$ cat config.mk
export PLATFORM = sky130hd
export DESIGN_NAME = gregorian_date_add_days_unit
export DESIGN_NICKNAME = d
export VERILOG_FILES = /design/src/sv/gdad_pkg.sv /design/src/sv/gdad_alu.sv /design/src/sv/gregorian_date_add_days_unit.sv
export SDC_FILE = /design/constraint.sdc
export NUM_CORES = 1
export LEC_CHECK = 0
export ABC_AREA = 1
export CORE_MARGIN = 4
export CORE_UTILIZATION = 50
export DETAILED_ROUTE_END_ITERATION = 10
export DONT_BUFFER_PORTS = 1
export SLEW_MARGIN = 15
export SYNTH_ARGS = -nofsm -noshare
export SYNTH_HDL_FRONTEND = slang
export SYNTH_SLANG_ARGS = --single-unit
$ cat constraint.sdc
create_clock -name clk -period 7.2 [get_ports clk]
set_input_delay 0.72 -clock clk [delete_from_list [all_inputs] [get_ports clk]]
set_output_delay 0.72 -clock clk [all_outputs]
set_load 0.02 [all_outputs]
$ cat src/sv/gdad_pkg.sv
// ----------------------------------------------------------------------------
// gdad_pkg
// Shared types, constants and helper functions for the date adder.
// ----------------------------------------------------------------------------
package gdad_pkg;

  // Day count width and derived datapath widths
  localparam int DAYS_BITS  = 16;
  localparam int DAY_W      = DAYS_BITS + 1;  // start day plus count, no overflow
  localparam int YEAR_W     = 14;
  localparam int YEAR_MAX   = 16383;

  // Gregorian cycle used for the century rules
  localparam int YEAR_CYCLE = 400;
  localparam int CENTURY    = 100;

  // Reduction of the start year mod 400 by shifted subtraction: 400<<5 .. 400<<0
  localparam int REDUCE_LAST = 5;
  localparam int STEP_W      = 3;

  // Month numbers
  localparam logic [3:0] MONTH_JAN = 4'd1;
  localparam logic [3:0] MONTH_FEB = 4'd2;
  localparam logic [3:0] MONTH_APR = 4'd4;
  localparam logic [3:0] MONTH_JUN = 4'd6;
  localparam logic [3:0] MONTH_SEP = 4'd9;
  localparam logic [3:0] MONTH_NOV = 4'd11;
  localparam logic [3:0] MONTH_DEC = 4'd12;

  // Result status codes
  typedef enum logic [1:0] {
    ST_OK       = 2'd0,
    ST_INVALID  = 2'd1,
    ST_OVERFLOW = 2'd2
  } gdad_status_t;

  // Sequencer states
  typedef enum logic [1:0] {
    S_IDLE,
    S_REDUCE,
    S_WALK,
    S_RESULT
  } gdad_state_t;

  // Input transaction
  typedef struct packed {
    logic [5:0]  start_day;
    logic [3:0]  start_month;
    logic [13:0] start_year;
    logic [15:0] add_days;
  } gdad_in_t;

  // Result transaction
  typedef struct packed {
    logic [4:0]   result_day;
    logic [3:0]   result_month;
    logic [13:0]  result_year;
    gdad_status_t status;
  } gdad_out_t;

  // Flags and difference from the shared subtract/compare unit
  typedef struct packed {
    logic [DAY_W-1:0] diff;
    logic             lt;
    logic             eq;
  } gdad_alu_t;

  // Length of month m; leap selects 29 days for February
  function automatic logic [4:0] month_len(input logic [3:0] m, input logic leap);
    logic [4:0] len;
    case (m) inside
      MONTH_FEB:                                 len = leap ? 5'd29 : 5'd28;
      MONTH_APR, MONTH_JUN, MONTH_SEP, MONTH_NOV: len = 5'd30;
      default:                                   len = 5'd31;
    endcase
    return len;
  endfunction

endpackage

$ cat src/sv/gdad_alu.sv
// ----------------------------------------------------------------------------
// gdad_alu
// Shared subtract/compare unit: a - b with less-than and equal flags.
// ----------------------------------------------------------------------------
module gdad_alu (
  input  logic [gdad_pkg::DAY_W-1:0] a,
  input  logic [gdad_pkg::DAY_W-1:0] b,
  output gdad_pkg::gdad_alu_t        res
);

  logic [gdad_pkg::DAY_W:0] wide;

  // One wide subtract; the borrow bit gives a < b
  always_comb begin
    wide     = {1'b0, a} - {1'b0, b};
    res.diff = wide[gdad_pkg::DAY_W-1:0];
    res.lt   = wide[gdad_pkg::DAY_W];
    res.eq   = (a == b);
  end

endmodule

$ cat src/sv/gregorian_date_add_days_unit.sv
// ----------------------------------------------------------------------------
// gregorian_date_add_days_unit
// Adds a day count to a Gregorian date by walking one month per cycle.
// ----------------------------------------------------------------------------
// Sequence: an invalid date gives its result in the cycle after start.
//   A valid date first reduces the year mod 400 in S_REDUCE, then steps
//   through the months in S_WALK, then shows its result in S_RESULT.
// Throughput: one transaction at a time; busy stays high until done has shown.
// The shared subtract/compare unit sets the pace: one month per cycle.
// Reset (rst, synchronous) returns the sequencer to idle; the receiver cannot stall.
module gregorian_date_add_days_unit (
  input  logic                 clk,
  input  logic                 rst,
  input  logic                 start,
  input  gdad_pkg::gdad_in_t   request,
  output logic                 busy,
  output logic                 done,
  output gdad_pkg::gdad_out_t  result
);

  gdad_pkg::gdad_state_t state, state_next;

  logic [gdad_pkg::DAY_W-1:0]  day;
  logic [3:0]                  month;
  logic [gdad_pkg::YEAR_W-1:0] year;
  logic [gdad_pkg::YEAR_W-1:0] ymod;   // year mod 400 once reduced
  logic [gdad_pkg::STEP_W-1:0] step;
  gdad_pkg::gdad_out_t         res;

  logic [gdad_pkg::DAY_W-1:0]  alu_a, alu_b;
  gdad_pkg::gdad_alu_t         alu;

  logic                        in_valid;
  logic                        leap;
  logic [4:0]                  mlen;
  logic                        fits;
  logic                        ovf;
  logic                        accept;

  // Input date check
  assign in_valid = (request.start_day != 6'd0) && (request.start_day <= 6'd31) &&
                    (request.start_month >= gdad_pkg::MONTH_JAN) &&
                    (request.start_month <= gdad_pkg::MONTH_DEC) &&
                    (request.start_year != '0);

  assign accept = start && !busy;

  // Leap rule from year mod 4 and the year's place in the 400-year cycle
  always_comb begin
    leap = ((year[1:0] == 2'b00) &&
            (ymod != gdad_pkg::YEAR_W'(0)) &&
            (ymod != gdad_pkg::YEAR_W'(gdad_pkg::CENTURY)) &&
            (ymod != gdad_pkg::YEAR_W'(2 * gdad_pkg::CENTURY)) &&
            (ymod != gdad_pkg::YEAR_W'(3 * gdad_pkg::CENTURY))) ||
           (ymod == gdad_pkg::YEAR_W'(0));
    mlen = gdad_pkg::month_len(month, leap);
  end

  // Operand select for the shared unit
  always_comb begin
    if (state == gdad_pkg::S_REDUCE) begin
      alu_a = gdad_pkg::DAY_W'(ymod);
      alu_b = gdad_pkg::DAY_W'(gdad_pkg::YEAR_CYCLE) << step;
    end else begin
      alu_a = day;
      alu_b = gdad_pkg::DAY_W'(mlen);
    end
  end

  gdad_alu u_alu (
    .a   (alu_a),
    .b   (alu_b),
    .res (alu)
  );

  // Walk decisions
  assign fits = alu.lt || alu.eq;
  assign ovf  = !fits && (month == gdad_pkg::MONTH_DEC) &&
                (year >= gdad_pkg::YEAR_W'(gdad_pkg::YEAR_MAX));

  // Next state
  always_comb begin
    state_next = state;
    unique case (state)
      gdad_pkg::S_IDLE: begin
        if (start) state_next = in_valid ? gdad_pkg::S_REDUCE : gdad_pkg::S_RESULT;
      end
      gdad_pkg::S_REDUCE: begin
        if (step == '0) state_next = gdad_pkg::S_WALK;
      end
      gdad_pkg::S_WALK: begin
        if (fits || ovf) state_next = gdad_pkg::S_RESULT;
      end
      gdad_pkg::S_RESULT: begin
        state_next = gdad_pkg::S_IDLE;
      end
      default: state_next = gdad_pkg::S_IDLE;
    endcase
  end

  // Outputs
  always_comb begin
    busy = 1'b1;
    done = 1'b0;
    unique case (state)
      gdad_pkg::S_IDLE:   busy = 1'b0;
      gdad_pkg::S_RESULT: done = 1'b1;
      default: ;
    endcase
  end

  assign result = res;

  // State register
  always_ff @(posedge clk) begin
    if (rst) begin
      state <= gdad_pkg::S_IDLE;
    end else begin
      state <= state_next;
    end
  end

  // Datapath registers
  always_ff @(posedge clk) begin
    case (state)
      gdad_pkg::S_IDLE: begin
        if (accept) begin
          day   <= gdad_pkg::DAY_W'(request.start_day) +
                   gdad_pkg::DAY_W'(request.add_days[gdad_pkg::DAYS_BITS-1:0]);
          month <= request.start_month;
          year  <= request.start_year;
          ymod  <= request.start_year;
          step  <= gdad_pkg::STEP_W'(gdad_pkg::REDUCE_LAST);
          res   <= '{result_day: '0, result_month: '0, result_year: '0,
                     status: gdad_pkg::ST_INVALID};
        end
      end
      gdad_pkg::S_REDUCE: begin
        if (!alu.lt) ymod <= alu.diff[gdad_pkg::YEAR_W-1:0];
        step <= step - 1'b1;
      end
      gdad_pkg::S_WALK: begin
        if (fits) begin
          res <= '{result_day: day[4:0], result_month: month, result_year: year,
                   status: gdad_pkg::ST_OK};
        end else if (ovf) begin
          res <= '{result_day: '0, result_month: '0, result_year: '0,
                   status: gdad_pkg::ST_OVERFLOW};
        end else begin
          day <= alu.diff;
          if (month == gdad_pkg::MONTH_DEC) begin
            month <= gdad_pkg::MONTH_JAN;
            year  <= year + 1'b1;
            ymod  <= (ymod == gdad_pkg::YEAR_W'(gdad_pkg::YEAR_CYCLE - 1)) ?
                     '0 : ymod + 1'b1;
          end else begin
            month <= month + 1'b1;
          end
        end
      end
      default: ;
    endcase
  end

`ifndef SYNTHESIS
  // A result only shows while the unit is busy with it
  a_done_busy: assert property (@(posedge clk) disable iff (rst) done |-> busy)
    else $error("done without busy");

  // Accepted transaction keeps the unit busy next cycle
  a_accept_busy: assert property (@(posedge clk) disable iff (rst)
    (start && !busy) |=> busy)
    else $error("accept did not raise busy");

  // Failed results carry zero date fields
  a_fail_zero: assert property (@(posedge clk) disable iff (rst)
    (done && result.status != gdad_pkg::ST_OK) |->
      (result.result_day == '0 && result.result_month == '0 && result.result_year == '0))
    else $error("nonzero date on failed result");

  // Good results carry an in-range date
  a_ok_range: assert property (@(posedge clk) disable iff (rst)
    (done && result.status == gdad_pkg::ST_OK) |->
      (result.result_day != '0 && result.result_month != '0 &&
       result.result_month <= gdad_pkg::MONTH_DEC && result.result_year != '0))
    else $error("out-of-range date on good result");

  // The cycle position stays below 400 during the walk
  a_ymod_range: assert property (@(posedge clk) disable iff (rst)
    (state == gdad_pkg::S_WALK) |-> (ymod < gdad_pkg::YEAR_W'(gdad_pkg::YEAR_CYCLE)))
    else $error("year cycle position out of range");
`endif

endmodule

==> metrics.txt, run 1 <==
Post-CTS Hold Buffers 0; Longest Clk Path Bufs 2; Chip Width 116 um; Critical Path AT 4.14 ns; first-pass GRT wire length 24800 um; Tmin final 4.16 ns; H-tree levels 3; largest net degree at the start of global routing 41; drt wl/cell 17.5 um; synth warn 0; CP Class reg -> reg; synthesized netlist cell count 753; GPL Wtd Cong 0.947; clk_lat worst skew 0.35 ns; Max-cap violations 0; Setup TNS 0 ns; Synth area leader edfxtp_1; clk_skew 0.00534 ns; post-route ant nets 0; initial core utilization 0.512; vias per inst 5.65; # clock sinks 79; TritonCTS Buffers 9; mapped cell area 5870 um2; R2R Path End day[11]$_DFFE_PP_; maximum clock frequency 240 MHz; die height 116 um; Core Region 11500 um2; r2r startpoint state[1]$_SDFFE_PP0P_; CTS tree built; Hold Path Depth 2; most common cell after layout, fill and taps aside nand2_1; worst slew pin tran 1.08 ns; post-synth top area share 0.394; Final period util 0.578; Seq/Total Area, Yosys 0.401; Post-Syn Area per Cell 7.79 um2; status finished, final reports clean; Hold Vio Cnt, Final 0; r2r worst-path depth 17; ranking of synthesized cells by area edfxtp_1, nand2_1, ha_1; synthesis-to-layout area growth 6.86%; Critical Path Start Type flop; drc violations 0; post-synthesis cell type count 47; post_cts resized 0; Synth Register Bits 79; final antenna diode count 0; die area 13500 um2; Port Buf Inserts 0; initial DRC count 462; GRT overflow 0; crit path max fanout 33; normalized max-slew margin 0.278; number of I/O pins 70; Critical Path End Type flop; Hold Path Class reg -> reg; Post-layout nets 828; first-pass detailed-route iteration total 5; CTS clk-pin slew, worst paths 0.06 ns; Crit path required time 7.17 ns; drt total wl 15700 um; root buffer cell clkbuf_16; hold_sp state[1]$_SDFFE_PP0P_; post-CTS setup buffers 0; commonest non-fill, non-tap cells in the layout nand2_1, inv_1, nor2_1, edfxtp_1, o21ai_0; Total GRT Usage 0.241; Slew Limit Fails 0; Finished Core Util 0.547; layout cells sized above 1 0.0598; num rows 39; via count 5058; fillers 1112; r2r setup slk 3.04 ns; syn nets 834; Hold Crit Endpoint state[1]$_SDFFE_PP0P_; vias in the first global route 4823; initial antenna violation count 0; Finish-stage setup viols 0; HPWL after DPL 12300 um; RSZ-0062 raised after global routing no
[worst max-delay path: stages (launching register included)]
cell	delay [ns]
dfxtp_1	0.34
inv_1	0.12
ha_1	0.16
buf_4	0.29
inv_2	0.30
nor2_1	0.40
a22oi_1	0.13
ha_1	0.37
nand2_1	0.11
nor2_1	0.20
nand3_1	0.13
nand3_2	0.10
nand2_1	0.06
nand2_2	0.11
nand3_1	0.14
inv_1	0.08
o21ai_1	0.08
inv_1	0.63
[kinds of logic (layout without fill, tap and decap cells)]
group	Yosys count	in the layout	synth area share
and+or+nand+nor	361	361	0.271
AOI/OAI and AO/OA	134	134	0.130
buffers and inverters	119	118	0.0810
DFF	79	79	0.401
adders and majority gates	38	38	0.0836
xor gates and xnor gates	21	21	0.0313
muxes	1	1	0.00171
[metrics by stage]
stage	setup slack, ns	std cells	instance area (um2)	hold WS (ns)
CTS	2.84	895	6260	0.548
detailed placement	2.86	879	5970	0.539
finish	3.04	895	6270	0.549
floorplan	3.25	753	5870	0.503
global placement	3.05	879	5970	0.522
global route	2.73	895	6270	0.567
[final cells by class]
class	instances	area, um2	area share
Clock buffer	11	233	0.0371
Tap cell	143	179	0.0285
Inverter	99	372	0.0592
Timing Repair Buffer	3	22.5	0.00359
Multi-Input combinational cell	555	3060	0.487
Clock inverter	5	57.6	0.00918
Sequential cell	79	2350	0.375
[worst max-delay path by stage]
stage                     slack (ns)            endpoint             startpoint  cells past startpoint
after detailed placement        2.86   year[5]$_DFFE_PP_  state[1]$_SDFFE_PP0P_                     17
after global placement          3.05  year[11]$_DFFE_PP_  state[1]$_SDFFE_PP0P_                     17
after floorplan                 3.25   ymod[0]$_DFFE_PP_  state[1]$_SDFFE_PP0P_                     15
after CTS                       2.84  year[13]$_DFFE_PP_  state[1]$_SDFFE_PP0P_                     17
final                           3.04   day[11]$_DFFE_PP_  state[1]$_SDFFE_PP0P_                     17
after global routing            2.73   day[10]$_DFFE_PP_  state[1]$_SDFFE_PP0P_                     17
[layer usage]
layer,up-vias,GRT usage,routed length (um)
met1,2352,0.341,7600
li1,2539,-,-
met5,-,0,0
met4,0,0.0820,325
met3,22,0.0430,862
met2,145,0.372,6900
[synthesized netlist by cell type, drive strengths merged]
master and instances:
a211oi 2, a21o 3, a21oi 30, a22oi 4
a31oi 13, buf 6, clkbuf 14, clkinv 1
dfxtp 2, edfxtp 77, fa 2, ha 36
inv 98, mux2i 1, nand2 178, nand3 49
nand3b 2, nand4 16, nor2 89, nor3 16
nor3b 1, nor4 5, o211ai 5, o21a 2
o21ai 64, o21bai 3, o22ai 5, o311ai 1
o31ai 2, or2 3, or3 1, or4 1
xnor2 4, xor2 17
[state kept, by name, indices dropped and copies added (netlist names)]
register,count
result,25
day,17
year,14
ymod,14
month,4
step,3
state,2
Power of run 1 is not shown: default switching activity piles up to over one toggle a cycle in this logic, so the estimate is an artifact.
==> inputs of run 2 (changes only) <==
--- a/config.mk
+++ b/config.mk
@@ -10,6 +10,7 @@
 export CORE_UTILIZATION = 50
 export DETAILED_ROUTE_END_ITERATION = 10
 export DONT_BUFFER_PORTS = 1
+export PLACE_DENSITY = 0.68
 export SLEW_MARGIN = 15
 export SYNTH_ARGS = -nofsm -noshare
 export SYNTH_HDL_FRONTEND = slang
==> constraint.sdc (replaced) <==
create_clock -name clk -period 3.7 [get_ports clk]
set_input_delay 0.37 -clock clk [delete_from_list [all_inputs] [get_ports clk]]
set_output_delay 0.37 -clock clk [all_outputs]
set_load 0.02 [all_outputs]
==> metrics.txt, run 2 (same netlist as run 1, synthesis figures left out) <==
Critical Path End Type flop; cells along the critical path inv_1 > ha_1 > buf_4 > nand2_2 > inv_2 > a22oi_1 > ha_1 > buf_4 > a21o_1 > nor2_1 > nand3_2 > nand2_1 > nand2_2 > nand3_1 > inv_1 > o21ai_1 > buf_4 > clkinvlp_4; final antenna diode count 0 (unchanged); status finished, final reports clean; largest registers result: 25 flops, day: 17 flops; # clock sinks 79 (unchanged); cell mode on critical path buf_4; TritonCTS Buffers 9 (unchanged); drt total wl 16200 um (+3.4%); post-route ant nets 0 (unchanged); CTS tree built; worst slew pin tran 0.858 ns (-0.225 ns); clk_lat worst skew 0.34 ns (about the same); Max-cap violations 0 (unchanged); Post-CTS Hold Buffers 0 (unchanged); initial core utilization 0.512 (unchanged); HPWL after DPL 13000 um (+5.8%); first-pass detailed-route iteration total 5 (unchanged); initial DRC count 478 (+3.5%); number of I/O pins 70 (unchanged); drc violations 0 (unchanged); largest net degree at the start of global routing 41 (unchanged); Longest Clk Path Bufs 2 (unchanged); maximum clock frequency 290 MHz (+21%); vias in the first global route 5166 (+7.1%); via count 5274 (+4.3%); Tmin final 3.44 ns (-0.719 ns); Total GRT Usage 0.256 (+0.0154); vias per inst 5.66 (+0.24%); H-tree levels 3 (unchanged); root buffer cell clkbuf_16; initial antenna violation count 0 (unchanged); GR Layer Usage met2 0.407 (+0.0347); most common cell after layout, fill and taps aside nand2_1; Finish-stage setup viols 0 (unchanged); Hold Slack 0.198 ns (-0.351 ns); Chip Width 116 um (unchanged); die height 116 um (unchanged); Core Region 11500 um2 (unchanged); first-pass GRT wire length 26500 um (+6.6%); GRT overflow 0 (unchanged); drt wl/cell 17.4 um (-0.62%); slowest stage cell, crit path dfxtp_1; post_cts resized 0 (unchanged); post-CTS setup buffers 0 (unchanged); Most Used Layer, Global Route met2; grt met3 use 0.0342 (-0.00881); Largest Register result; die area 13500 um2 (unchanged); Crit path required time 3.73 ns (-3.44 ns); Hold Path Class in -> reg; num rows 39 (unchanged); Post-layout nets 864 (+4.3%); Critical Path Start Type flop; Setup TNS 0 ns (unchanged); crit path max fanout 11 (-67%); Slew Limit Fails 0 (unchanged); CP max stage delay 0.38 ns (-0.25 ns); RSZ-0062 raised after global routing no; met1 Usage GRT 0.356 (+0.0146); commonest non-fill, non-tap cells in the layout nand2_1, inv_1, nor2_1, edfxtp_1, o21ai_0; Final period util 0.931 (+0.353); CP Class reg -> reg; layout cells sized above 1 0.105 (+0.0455); Critical Path AT 3.47 ns (-0.67 ns); clk_skew 0.00653 ns (+0.00119 ns); Hold Vio Cnt, Final 0 (unchanged); Largest register FFs 25 (unchanged); normalized max-slew margin 0.428 (+0.150); Port Buf Inserts 0 (unchanged); synthesis-to-layout area growth 12.0%; GPL Wtd Cong 0.979 (+3.3%); CTS clk-pin slew, worst paths 0.06 ns (about the same)
==> run 2: cell type report <==
cell class | count | area (um2)
multi-input combinational | 555 | 3050
timing repair inverter | 1 | 7.51
timing repair buffer | 38 | 310
fill | 1072 | 4900
sequential | 79 | 2350
clock inverter | 6 | 68.8
tap | 143 | 179
inverter | 99 | 375
clock buffer | 10 | 229
==> run 2: per-layer routing <==
layer / up-vias / routed length, um
met5: - / 0
met4: 0 / 427
met3: 28 / 971
met2: 191 / 7420
met1: 2443 / 7400
li1: 2612 / -
==> run 2: through the flow <==
step	util	area (um2)	setup WS, ns	instances
3_3_place_gp	0.546	6260	0.102	914
2_1_floorplan	-	5870	0.126	753
6_report	0.573	6570	0.255	931
3_5_place_dp	0.546	6260	0.0507	914
5_1_grt	0.573	6570	0.0349	931
4_1_cts	0.572	6560	0.0458	930
==> run 2: worst max-delay path: cells and delay by family (launching register included) <==
family,cells,cell delay [ns]
AOI/OAI and AO/OA,3,0.56
adders and majority gates,2,0.49
buffers and inverters,7,0.98
DFF,1,0.38
and+or+nand+nor,6,0.69
==> run 2: final timing paths <==
path,start,cells past startpoint,slack (ns),to
hold / removal,rst,3,0.20,state[1]$_SDFFE_PP0P_
hold reg to reg,state[1]$_SDFFE_PP0P_,2,0.57,state[1]$_SDFFE_PP0P_
setup reg to reg,state[1]$_SDFFE_PP0P_,18,0.26,day[12]$_DFFE_PP_
setup / recovery,state[1]$_SDFFE_PP0P_,18,0.26,day[12]$_DFFE_PP_
Power of run 2 is left out for the same reason.
==> inputs of run 3 (changes only) <==
--- a/config.mk
+++ b/config.mk
@@ -6,11 +6,11 @@
 export NUM_CORES = 1
 export LEC_CHECK = 0
 export ABC_AREA = 1
+export CORE_ASPECT_RATIO = 1.2
 export CORE_MARGIN = 4
 export CORE_UTILIZATION = 50
 export DETAILED_ROUTE_END_ITERATION = 10
 export DONT_BUFFER_PORTS = 1
-export PLACE_DENSITY = 0.68
 export SLEW_MARGIN = 15
 export SYNTH_ARGS = -nofsm -noshare
 export SYNTH_HDL_FRONTEND = slang
==> constraint.sdc (replaced) <==
create_clock -name clk -period 4.4 [get_ports clk]
set_input_delay 0.44 -clock clk [delete_from_list [all_inputs] [get_ports clk]]
set_output_delay 0.44 -clock clk [all_outputs]
set_load 0.02 [all_outputs]
==> metrics.txt, run 3 (same netlist as run 1, synthesis figures left out) <==
fillers 1107 (+3.3%); Critical Path End Type flop; num rows 43 (+10%); cell mode on critical path inv_1; largest registers result: 25 flops, day: 17 flops; RSZ-0062 raised after global routing no; most common cell after layout, fill and taps aside nand2_1; Seq. cell area 2350 um2 (unchanged); HPWL after DPL 13000 um (-0.20%); normalized max-slew margin 0.434 (+0.00585); Hold Crit Endpoint year[1]$_DFFE_PP_; die area 13500 um2 (about the same); post-route ant nets 0 (unchanged); Core Region 11500 um2 (+0.40%); slowest stage cell, crit path inv_1; Port Buf Inserts 0 (unchanged); hold_sp request[17]; Critical Path AT 3.67 ns (+0.20 ns); worst slew pin tran 0.849 ns (-0.00877 ns); clk_lat worst skew 0.34 ns (about the same); Hold Vio Cnt, Final 0 (unchanged); H-tree levels 3 (unchanged); number of I/O pins 70 (unchanged); CP Class reg -> reg; largest net degree at the start of global routing 41 (unchanged); cell family with most CP delay buffers and inverters; final antenna diode count 0 (unchanged); Finish-stage setup viols 0 (unchanged); Total GRT Usage 0.242 (-0.0141); post_cts resized 0 (unchanged); layout cells sized above 1 0.0688 (-0.0365); drt wl/cell 17.6 um (+0.83%); root buffer cell clkbuf_16; Chip Width 107 um (-8.1%); cells along the critical path inv_1 > ha_1 > inv_2 > buf_4 > o21ai_0 > ha_1 > nand2_1 > nor2_1 > nand3_1 > nand3_2 > nand2_1 > nand2_2 > nand3_1 > inv_1 > o21ai_1 > inv_1; clk_skew 0.00760 ns (+0.00107 ns); crit path buf inv count 5 (-2); via count 5037 (-4.5%); cell depth of the worst setup path 16 (-2); Hold Path Depth 2 (-1); Hold Path Class in -> reg; Tmin final 3.70 ns (+0.257 ns); first-pass GRT wire length 25300 um (-4.5%); TritonCTS Buffers 9 (unchanged); r2r setup slk 0.70 ns (+0.44 ns); Post-CTS Hold Buffers 0 (unchanged); Slew Limit Fails 0 (unchanged); CTS clk-pin slew, worst paths 0.06 ns (about the same); initial antenna violation count 0 (unchanged); Critical Path Start Type flop; Largest register FFs 25 (unchanged); vias in the first global route 4991 (-3.4%); initial DRC count 283 (-41%); Setup TNS 0 ns (unchanged); drc violations 0 (unchanged); post-CTS setup buffers 0 (unchanged); initial core utilization 0.510 (-0.00206); Crit path required time 4.37 ns (+0.64 ns); drt total wl 16000 um (-1.1%); r2r worst-path depth 16 (-2); maximum clock frequency 270 MHz (-7.0%); # clock sinks 79 (unchanged); CTS tree built; first-pass detailed-route iteration total 5 (unchanged); Max-cap violations 0 (unchanged); die height 127 um (+8.9%); commonest non-fill, non-tap cells in the layout nand2_1, inv_1, nor2_1, edfxtp_1, o21ai_0; Largest Register result; Longest Clk Path Bufs 2 (unchanged); Post-layout nets 832 (-3.7%); synthesis-to-layout area growth 7.93%; vias per inst 5.52 (-2.6%); GPL Wtd Cong 0.889 (-9.2%); GRT overflow 0 (unchanged); R2R Path End day[15]$_DFFE_PP_; r2r startpoint state[1]$_SDFFE_PP0P_; multi-input logic area 3050 um2 (unchanged); crit path max fanout 21 (+10); CP max stage delay 0.62 ns (+0.24 ns); Final period util 0.841 (-0.0896); status finished, final reports clean
==> run 3: worst max-delay path by stage <==
| stage | slack (ns) | start | endpoint |
|---|---|---|---|
| 5_1_grt | 0.32 | state[1]$_SDFFE_PP0P_ | day[14]$_DFFE_PP_ |
| 4_1_cts | 0.49 | state[1]$_SDFFE_PP0P_ | year[3]$_DFFE_PP_ |
| 3_3_place_gp | 0.64 | state[1]$_SDFFE_PP0P_ | year[13]$_DFFE_PP_ |
| 2_1_floorplan | 0.45 | state[1]$_SDFFE_PP0P_ | ymod[0]$_DFFE_PP_ |
| 3_5_place_dp | 0.51 | state[1]$_SDFFE_PP0P_ | year[12]$_DFFE_PP_ |
| 6_report | 0.70 | state[1]$_SDFFE_PP0P_ | day[15]$_DFFE_PP_ |
==> run 3: final cells by class <==
type	count	area share
multi-input combinational	555	0.481
clock buffer	9	0.0356
timing repair buffer	7	0.00830
tap	157	0.0310
clock inverter	7	0.0138
sequential	79	0.371
inverter	99	0.0587
==> run 3: per-stage QoR <==
step            util  instances  hold WS [ns]  worst slack, ns  instance area (um2)
2_1_floorplan      -        753         0.503            0.446                 5870
3_3_place_gp   0.523        897         0.523            0.640                 6020
3_5_place_dp   0.523        897         0.551            0.511                 6020
4_1_cts        0.550        913         0.278            0.489                 6330
5_1_grt        0.550        913         0.297            0.318                 6330
6_report       0.550        913         0.287            0.698                 6330
==> run 3: metal layers <==
metal  part of all wire  track usage  wire length, um
met5                  0            0                0
met4              0.056        0.137              900
met3              0.047       0.0438              758
met2               0.49        0.413             7900
met1               0.40        0.285             6470
Power of run 3 is left out for the same reason.
